File: src/rtl/ud128_pkg.sv
package ud128_pkg;

    localparam int HALF_W  = 64;
    localparam int WIDE_W  = 2 * HALF_W;
    localparam int TDATA_W = 4 * HALF_W;
    localparam int STEPS   = WIDE_W;
    localparam int CNT_W   = $clog2(STEPS);

    typedef enum logic [1:0] {
        S_IDLE,
        S_CHECK,
        S_RUN,
        S_DONE
    } t_state;

    typedef struct packed {
        logic load;
        logic check;
        logic step;
        logic publish;
    } t_cmd;

    typedef struct packed {
        logic special;
    } t_status;

endpackage

File: src/rtl/ud128_ctrl.sv
module ud128_ctrl
    import ud128_pkg::*;
(
    input  logic    i_clk,
    input  logic    i_rst_n,
    input  logic    i_s_tvalid,
    input  logic    i_m_tready,
    input  t_status i_status,
    output logic    o_s_tready,
    output logic    o_m_tvalid,
    output t_cmd    o_cmd
);

    t_state             r_state, n_state;
    logic [CNT_W-1:0]   r_cnt, n_cnt;
    logic               r_out_valid, n_out_valid;

    always_ff @(posedge i_clk) begin
        if (!i_rst_n) begin
            r_state     <= S_IDLE;
            r_cnt       <= '0;
            r_out_valid <= 1'b0;
        end else begin
            r_state     <= n_state;
            r_cnt       <= n_cnt;
            r_out_valid <= n_out_valid;
        end
    end

    always_comb begin
        n_state     = r_state;
        n_cnt       = r_cnt;
        n_out_valid = r_out_valid && !i_m_tready;
        o_cmd       = '0;
        o_s_tready  = 1'b0;
        case (r_state)
            S_IDLE: begin
                o_s_tready = 1'b1;
                if (i_s_tvalid) begin
                    o_cmd.load = 1'b1;
                    n_state    = S_CHECK;
                end
            end
            S_CHECK: begin
                o_cmd.check = 1'b1;
                n_cnt       = CNT_W'(STEPS - 1);
                n_state     = i_status.special ? S_DONE : S_RUN;
            end
            S_RUN: begin
                o_cmd.step = 1'b1;
                n_cnt      = r_cnt - 1'b1;
                if (r_cnt == '0) begin
                    n_state = S_DONE;
                end
            end
            S_DONE: begin
                // wait for the output register to be free or drained
                if (!r_out_valid || i_m_tready) begin
                    o_cmd.publish = 1'b1;
                    n_out_valid   = 1'b1;
                    n_state       = S_IDLE;
                end
            end
            default: begin
                n_state = S_IDLE;
            end
        endcase
    end

    assign o_m_tvalid = r_out_valid;

endmodule

File: src/rtl/ud128_dp.sv
module ud128_dp
    import ud128_pkg::*;
(
    input  logic               i_clk,
    input  logic [TDATA_W-1:0] i_data,
    input  t_cmd               i_cmd,
    output t_status            o_status,
    output logic [TDATA_W-1:0] o_data,
    output logic               o_flag
);

    logic [WIDE_W-1:0]  r_nq;     // dividend, shifted out as quotient bits shift in
    logic [WIDE_W-1:0]  r_rem;
    logic [WIDE_W-1:0]  r_den;
    logic               r_flag;
    logic [TDATA_W-1:0] r_out_data;
    logic               r_out_flag;

    logic [WIDE_W:0]    cmp_diff;
    logic               op_eq, op_lt, op_dz;
    logic [WIDE_W-1:0]  shifted;
    logic [WIDE_W+1:0]  trial;
    logic               take;

    // operand classification
    assign cmp_diff = {1'b0, r_nq} - {1'b0, r_den};
    assign op_eq    = (r_nq == r_den);
    assign op_lt    = cmp_diff[WIDE_W];
    assign op_dz    = (r_den == '0);
    assign o_status.special = op_eq || op_lt || op_dz;

    // one restoring step: bring down the next dividend bit, try the subtract
    assign shifted = {r_rem[WIDE_W-2:0], r_nq[WIDE_W-1]};
    assign trial   = {1'b0, r_rem[WIDE_W-1], shifted} - {2'b00, r_den};
    assign take    = !trial[WIDE_W+1];

    always_ff @(posedge i_clk) begin
        if (i_cmd.load) begin
            r_nq  <= {i_data[HALF_W-1:0], i_data[2*HALF_W-1:HALF_W]};
            r_den <= {i_data[3*HALF_W-1:2*HALF_W], i_data[4*HALF_W-1:3*HALF_W]};
        end
        if (i_cmd.check) begin
            if (op_eq) begin
                r_nq   <= WIDE_W'(1);
                r_rem  <= '0;
                r_flag <= 1'b0;
            end else if (op_lt) begin
                r_rem  <= r_nq;
                r_nq   <= '0;
                r_flag <= 1'b0;
            end else if (op_dz) begin
                r_nq   <= '1;
                r_rem  <= '1;
                r_flag <= 1'b1;
            end else begin
                r_rem  <= '0;
                r_flag <= 1'b0;
            end
        end
        if (i_cmd.step) begin
            r_nq  <= {r_nq[WIDE_W-2:0], take};
            r_rem <= take ? trial[WIDE_W-1:0] : shifted;
        end
        if (i_cmd.publish) begin
            r_out_data <= {r_rem[HALF_W-1:0], r_rem[WIDE_W-1:HALF_W],
                           r_nq[HALF_W-1:0], r_nq[WIDE_W-1:HALF_W]};
            r_out_flag <= r_flag;
        end
    end

    assign o_data = r_out_data;
    assign o_flag = r_out_flag;

endmodule

File: src/rtl/unsigned_divide_128.sv
// Unsigned 128 by 128 bit divider. An item on the slave stream carries the
// dividend and divisor; one result item on the master stream carries the
// quotient, the remainder and a divide-by-zero flag. Equal operands give
// quotient 1 and remainder 0, a dividend below the divisor gives quotient 0
// with the dividend as remainder, and a zero divisor with nonzero dividend
// gives all ones in both and raises the flag. One item is worked at a time:
// an ordinary division passes through load, classify, 128 shift-and-subtract
// steps through the single 130-bit subtractor, one quotient bit per cycle,
// and a move into the output register once it is free or draining, before the
// next item can be taken; the special cases skip the steps. The output
// register lets a new item be accepted while the last result waits.
module unsigned_divide_128
    import ud128_pkg::*;
(
    input  logic               i_clk,
    input  logic               i_rst_n,
    input  logic               s_axis_tvalid,
    output logic               s_axis_tready,
    // dividend_high, dividend_low, divisor_high, divisor_low
    input  logic [TDATA_W-1:0] s_axis_tdata,
    output logic               m_axis_tvalid,
    input  logic               m_axis_tready,
    // quotient_high, quotient_low, remainder_high, remainder_low
    output logic [TDATA_W-1:0] m_axis_tdata,
    // divide_by_zero
    output logic               m_axis_tuser
);

    t_cmd    cmd;
    t_status status;

    ud128_ctrl u_ctrl (
        .i_clk      (i_clk),
        .i_rst_n    (i_rst_n),
        .i_s_tvalid (s_axis_tvalid),
        .i_m_tready (m_axis_tready),
        .i_status   (status),
        .o_s_tready (s_axis_tready),
        .o_m_tvalid (m_axis_tvalid),
        .o_cmd      (cmd)
    );

    ud128_dp u_dp (
        .i_clk    (i_clk),
        .i_data   (s_axis_tdata),
        .i_cmd    (cmd),
        .o_status (status),
        .o_data   (m_axis_tdata),
        .o_flag   (m_axis_tuser)
    );

endmodule

File: config.mk
export PLATFORM = sky130hd
export DESIGN_NAME = unsigned_divide_128
export DESIGN_NICKNAME = d
export VERILOG_FILES = /design/src/rtl/ud128_pkg.sv /design/src/rtl/ud128_ctrl.sv /design/src/rtl/ud128_dp.sv /design/src/rtl/unsigned_divide_128.sv
export SDC_FILE = /design/constraint.sdc
export NUM_CORES = 1
export LEC_CHECK = 0
export ABC_CLOCK_PERIOD_IN_PS = 27600
export BUFFER_PORTS_ARGS = -buffer_cell sky130_fd_sc_hd__clkbuf_2
export CAP_MARGIN = 0
export CORE_MARGIN = 5
export CORE_UTILIZATION = 45
export DETAILED_ROUTE_END_ITERATION = 16
export GPL_ROUTABILITY_DRIVEN = 0
export PLACE_DENSITY = 0.73
export SYNTH_ARGS = -nofsm -noshare
export SYNTH_HDL_FRONTEND = slang
export SYNTH_SLANG_ARGS = --single-unit
export TNS_END_PERCENT = 100
File: constraint.sdc
create_clock -name i_clk -period 27.6 [get_ports i_clk]
set_input_delay 1.38 -clock i_clk [delete_from_list [all_inputs] [get_ports i_clk]]
set_output_delay 1.38 -clock i_clk [all_outputs]
set_load 0.02 [all_outputs]
After elaboration in Yosys (flattened, before gate mapping)
Index checks and enable logic that the tools add are counted.

word-level totals
  register bits = 652
  input bits = 260
  output and inout port bits = 259

operators by class
  add/sub/neg operators = 3
  equality and inequality tests = 7
  multiplexer cells = 28
  reduce and logical (&&, ||, !) cells = 14

operator list
  operator                                                             number
  128-bit 2-to-1 mux                                                   12
  129-bit by 128-bit subtractor with 130-bit output                    1
  128-bit by 128-bit subtractor with 129-bit output                    1
  128-bit == test                                                      1
  128-bit zero test                                                    1
  7-bit one-hot mux with 2 select lines                                1
  1-bit 2-to-1 mux                                                     11
  2-bit one-hot mux with 4 select lines                                1
  7-bit zero test                                                      1
  7-bit by 1-bit subtractor with 7-bit output (second input constant)  1
  2-bit 2-to-1 mux                                                     3
  2-bit == test (second input constant)                                2
  2-bit by 1-bit != test with 1-bit output (second input constant)     2
  2-bit nonzero test                                                   2
  1-bit zero test                                                      3
  1-bit logical OR                                                     3
  3-bit AND reduction                                                  1
  2-bit by 1-bit == test with 1-bit output (second input constant)     1
  2-bit zero test                                                      1
  2-bit != test (second input constant)                                1
  2-bit OR reduction                                                   1
  1-bit logical AND                                                    1

Logic depth before layout (Yosys ltp)
  depth in word-level cells = 8
  depth in mapped cells = 17
  depth with buffers taken out = 15

Hierarchy
From an unflattened synthesis, not the netlist that was laid out.

unflattened totals
  cell total of the unflattened synthesis = 3,570
  area, all modules = 36,302.3 sq um

by module, submodules not included
  module      times used  cells each  area an instance (sq um)  seq. area each (sq um)
  ud128_dp    1           3,502       35,726.8                  17,997.3
  ud128_ctrl  1           68          575.6                     200.2

Worst setup path before layout
Ideal clock, no wire load.

  kind = input to register
  start = input m_axis_tready
  end = register u_dp.r_out_data[0], in the netlist u_dp.o_data[0], enable pin
  arrival time = 12.775 ns
  data required time = 26.689 ns
  setup slack = 13.914 ns
  stages on the path = 2
  path through = nor2b_1 nor2b_1

RTL lines
  item                    RTL line                   RTL
  start: declaration      unsigned_divide_128.sv:22  input logic m_axis_tready,
  end signal: assignment  ud128_dp.sv:65             r_out_data <= {r_rem[HALF_W-1:0], r_rem[WIDE_W-1:HALF_W],
  end: declaration        ud128_dp.sv:16             logic [TDATA_W-1:0] r_out_data;

Final worst setup path
  start = register u_dp.r_den[17]
  end = register u_dp.r_nq[66]

on the way
  longest elaborated chain between the ends = 6
  elaborated cells on any way between the ends = 8

ends and longest elaborated chain
  item                                                                                                       RTL line        RTL
  start: declaration                                                                                         ud128_dp.sv:14  logic [WIDE_W-1:0] r_den;
  start signal: assignment                                                                                   ud128_dp.sv:40  r_den <= {i_data[3*HALF_W-1:2*HALF_W], i_data[4*HALF_W-1:3*HALF_W]};
  parallel branches: the longest is 3 deep, another holds 128-bit by 128-bit subtractor with 129-bit output  n/a
  128-bit 2-to-1 mux (*)                                                                                     ud128_dp.sv:43  if (op_eq) begin
  128-bit 2-to-1 mux (*)                                                                                     ud128_dp.sv:42  if (i_cmd.check) begin
  128-bit 2-to-1 mux (*)                                                                                     ud128_dp.sv:60  if (i_cmd.step) begin
  end signal: assignment                                                                                     ud128_dp.sv:39  r_nq <= {i_data[HALF_W-1:0], i_data[2*HALF_W-1:HALF_W]};
  end signal: assignment                                                                                     ud128_dp.sv:61  r_nq <= {r_nq[WIDE_W-2:0], take};
  end: declaration                                                                                           ud128_dp.sv:12  logic [WIDE_W-1:0] r_nq;

Mark *: on every way between the ends.
A chain may end at the register's enable or synchronous reset.

==> metrics.txt <==
share of cells above drive strength 1 0.1742; critical path arrival about 6.4 ns; violation count after the first detailed-route iteration 3,489; Post-synth top flop sky130_fd_sc_hd__edfxtp_1; switching share of power 0.4416; power share of the sequential group 0.320; via count about 32,000; largest net degree at the start of global routing 131; IR Drop Worst-Case VDD 0.00007366 V; Fin Clk Skew 0.02321 ns; sum of overflow across all layers after global routing 0; required arrival time at the worst endpoint about 28 ns; overall die height 297.5 um; class of the worst hold path flip-flop to flip-flop; RSZ-0062 raised after global routing false; Register Area 0.01820 mm2; Die Outline Area 0.08848 mm2; XOR/XNOR share of the synthesized area 0.02591; detailed-routing iteration count for the pre-antenna-repair pass 6; most area-consuming cells after synthesis sky130_fd_sc_hd__edfxtp_1 (42%), sky130_fd_sc_hd__ha_1 (8.8%), sky130_fd_sc_hd__dfxtp_1 (7.4%); outcome completed; Setup CP Type flip-flop to flip-flop; cell row count 105; clock network latency to the later pin of the worst-skew pair 0.65 ns; number of global-route vias before repair 30,890; library cell with the highest instance count after synthesis sky130_fd_sc_hd__edfxtp_1; # setup viols final 0; post-synthesis cell type count 85; Seq/Total Area, Yosys 0.4894; main combinational cell family by area after synthesis compound AO/OA/AOI/OAI gates; boundary pin count about 520; final core utilization 0.5274; post-route ant nets 0; fill cell count between 7,000 and 8,000; TritonCTS clock tree yes; max frequency 169.5 MHz; internal power component roughly 3000 uW; final critical delay including setup and external delays 5.900 ns; total clock buffers created by CTS 75; maximum fanout along the worst path 67; final worst path period share 0.2138; Total Power 5455 uW; average cell area after synthesis around 10 um2; Worst setup EP type flip-flop; part of the power in combinational logic 0.485; buffers added on ports 518; mapped cell area between 0.03 and 0.04 mm2; H-tree lvl count 3; hold_buf cts 0; LEAKAGE about 0.018 uW; number of antenna violations at the first check in global routing 12; Sinks on Clock Net about 650; number of synthesized flops with an enable pin 514; final wirelength 125,300 um; Final HPWL DP 92,180 um; Final Hold Vio Count 0; Max-slew headroom 0.2676; adder and majority gate portion of the synthesized area 0.08870; non-filler cells, final ~5,200; P per Cell Area roughly 130 mW/mm2; Global Route Usage Sum 0.2697; final sum of negative setup slack 0 ns; post-synthesis compound-gate area fraction 0.2097; most used standard cells in the synthesized netlist sky130_fd_sc_hd__edfxtp_1 (514), sky130_fd_sc_hd__a21oi_1 (360), sky130_fd_sc_hd__nand2_1 (292); first-pass GRT wire length 188,400 um; clock network fraction of design power 0.195; DRC violations left 0; Synth area leader sky130_fd_sc_hd__edfxtp_1; multiplexer share of the synthesized area 0.01484; number of instances in the placed design 5,033; reported net switching power 2409 uW; Max Cap Violations 0; core area between 0.08 and 0.09 mm2; Avg WL per Cell 24.19 um; share of Yosys cell area claimed by the top area cell type 0.4151; register bit total from synthesis 652; fraction of the mapped netlist area in simple logic gates 0.1289; setup bufs post-CTS 0; Bufs on Longest Clock Path 3; fraction of synthesis flops using an asynchronous set or reset pin 0; initial core utilization 0.4536; Max Transition Viols Final 0; vias per cell 6.138; slew at the pin closest to its max-slew limit 1.099 ns; net count after synthesis ~4,200; synthesis warning total 0; Gates resized, CTS repair 0; CTS root buffer sky130_fd_sc_hd__clkbuf_16; clock slew at the register clock pins of the worst setup and hold paths 0.06 ns; count of nets after finishing between 4,000 and 5,000; number of standard cells after synthesis 3,640; die span in x 297.5 um; layout overhead on the synthesized area 16.28%; area used by multi-input combinational logic ~0.018 mm2; startpoint kind of the worst setup timing path flip-flop
[flip-flops by register name, indices dropped and copies added (netlist names)]
signal / flops
u_dp.r_nq: 128
u_dp.r_rem: 128
u_dp.o_data: 256
u_ctrl.r_cnt: 7
u_dp.o_flag: 1
u_ctrl.r_state: 2
u_dp.r_flag: 1
u_ctrl.o_m_tvalid: 1
u_dp.r_den: 128
[cells by family (layout without fill, tap and decap cells)]
family	count (synthesis)	in the layout
compound gates	1178	1178
xor+xnor	110	110
fa+ha+maj	263	263
buf+inv	400	864
flops	652	652
mux	55	55
other cells	0	8
simple gates	982	982
[routing by layer]
metal  vias up  GRT usage  part of all wire
li1      14580          -                 -
met1     15270     0.3642              0.41
met2      1688     0.4332              0.46
met3       258    0.06415             0.094
met4         8    0.08345             0.031
met5         -          0           0.00037
[power groups by stage]
stage | Clock, uW | Combinational, uW | Sequential, uW
after floorplan | 0 | 1890 | 1700
after CTS | 1080 | 2590 | 1740
after global routing | 1120 | 2880 | 1770
after global placement | 0 | 2530 | 1740
final | 1060 | 2650 | 1750
after detailed placement | 0 | 2570 | 1750
[metrics by stage]
step / hold slack [ns] / instance area (um2) / setup WS, ns
floorplan: 0.4003 / 37180 / 13.91
global placement: 0.4442 / 40550 / 21.43
detailed placement: 0.4644 / 40550 / 21.39
CTS: 0.4783 / 43200 / 21.40
global route: 0.4898 / 43220 / 21.52
finish: 0.4787 / 43240 / 21.70
[layout make-up]
type                            instances  area share
Antenna cell                            8   0.0004630
Sequential cell                       652      0.4209
Multi-Input combinational cell       2588      0.4051
Clock inverter                         48     0.01363
Timing Repair Buffer                  547     0.06569
Tap cell                             1070     0.03096
Inverter                              177     0.01557
Clock buffer                           92     0.04772
[worst paths after layout]
kind / from / to / slack [ns] / depth (start not counted)
worst min register to register: u_dp.r_rem[127] / u_dp.o_data[191] / 0.48 / 0
worst max-delay path: u_dp.r_den[17] / u_dp.r_nq[66] / 21.70 / 15
worst min-delay path: u_dp.r_rem[127] / u_dp.o_data[191] / 0.48 / 0
worst max register to register: u_dp.r_den[17] / u_dp.r_nq[66] / 21.70 / 15
[cells in the final DEF (no fill, tap or decap), types with 113 or more instances in the layout]
cell type / count
sky130_fd_sc_hd__ha_1: 260
sky130_fd_sc_hd__o31ai_1: 137
sky130_fd_sc_hd__clkbuf_2: 518
sky130_fd_sc_hd__o21ai_0: 130
sky130_fd_sc_hd__a21oi_1: 359
sky130_fd_sc_hd__edfxtp_1: 514
sky130_fd_sc_hd__nand2_1: 291
sky130_fd_sc_hd__a211oi_1: 142
sky130_fd_sc_hd__nand4_1: 113
sky130_fd_sc_hd__nor2_1: 234
sky130_fd_sc_hd__inv_1: 175
sky130_fd_sc_hd__dfxtp_1: 138
sky130_fd_sc_hd__and2_1: 137
[critical path: stages (launching register included)]
cell	delay (ns)
sky130_fd_sc_hd__edfxtp_1	0.39
sky130_fd_sc_hd__inv_1	0.13
sky130_fd_sc_hd__ha_1	0.26
sky130_fd_sc_hd__a21o_1	0.18
sky130_fd_sc_hd__a21o_1	0.17
sky130_fd_sc_hd__a21o_1	0.19
sky130_fd_sc_hd__a221o_1	0.33
sky130_fd_sc_hd__a2111oi_0	0.49
sky130_fd_sc_hd__dlymetal6s2s_1	0.26
sky130_fd_sc_hd__nor4_1	0.09
sky130_fd_sc_hd__a211oi_1	0.59
sky130_fd_sc_hd__and2_4	0.58
sky130_fd_sc_hd__or2_1	0.19
sky130_fd_sc_hd__and2_4	0.69
sky130_fd_sc_hd__buf_4	0.79
sky130_fd_sc_hd__o31ai_1	0.16
(Power assumes the default switching activity.)
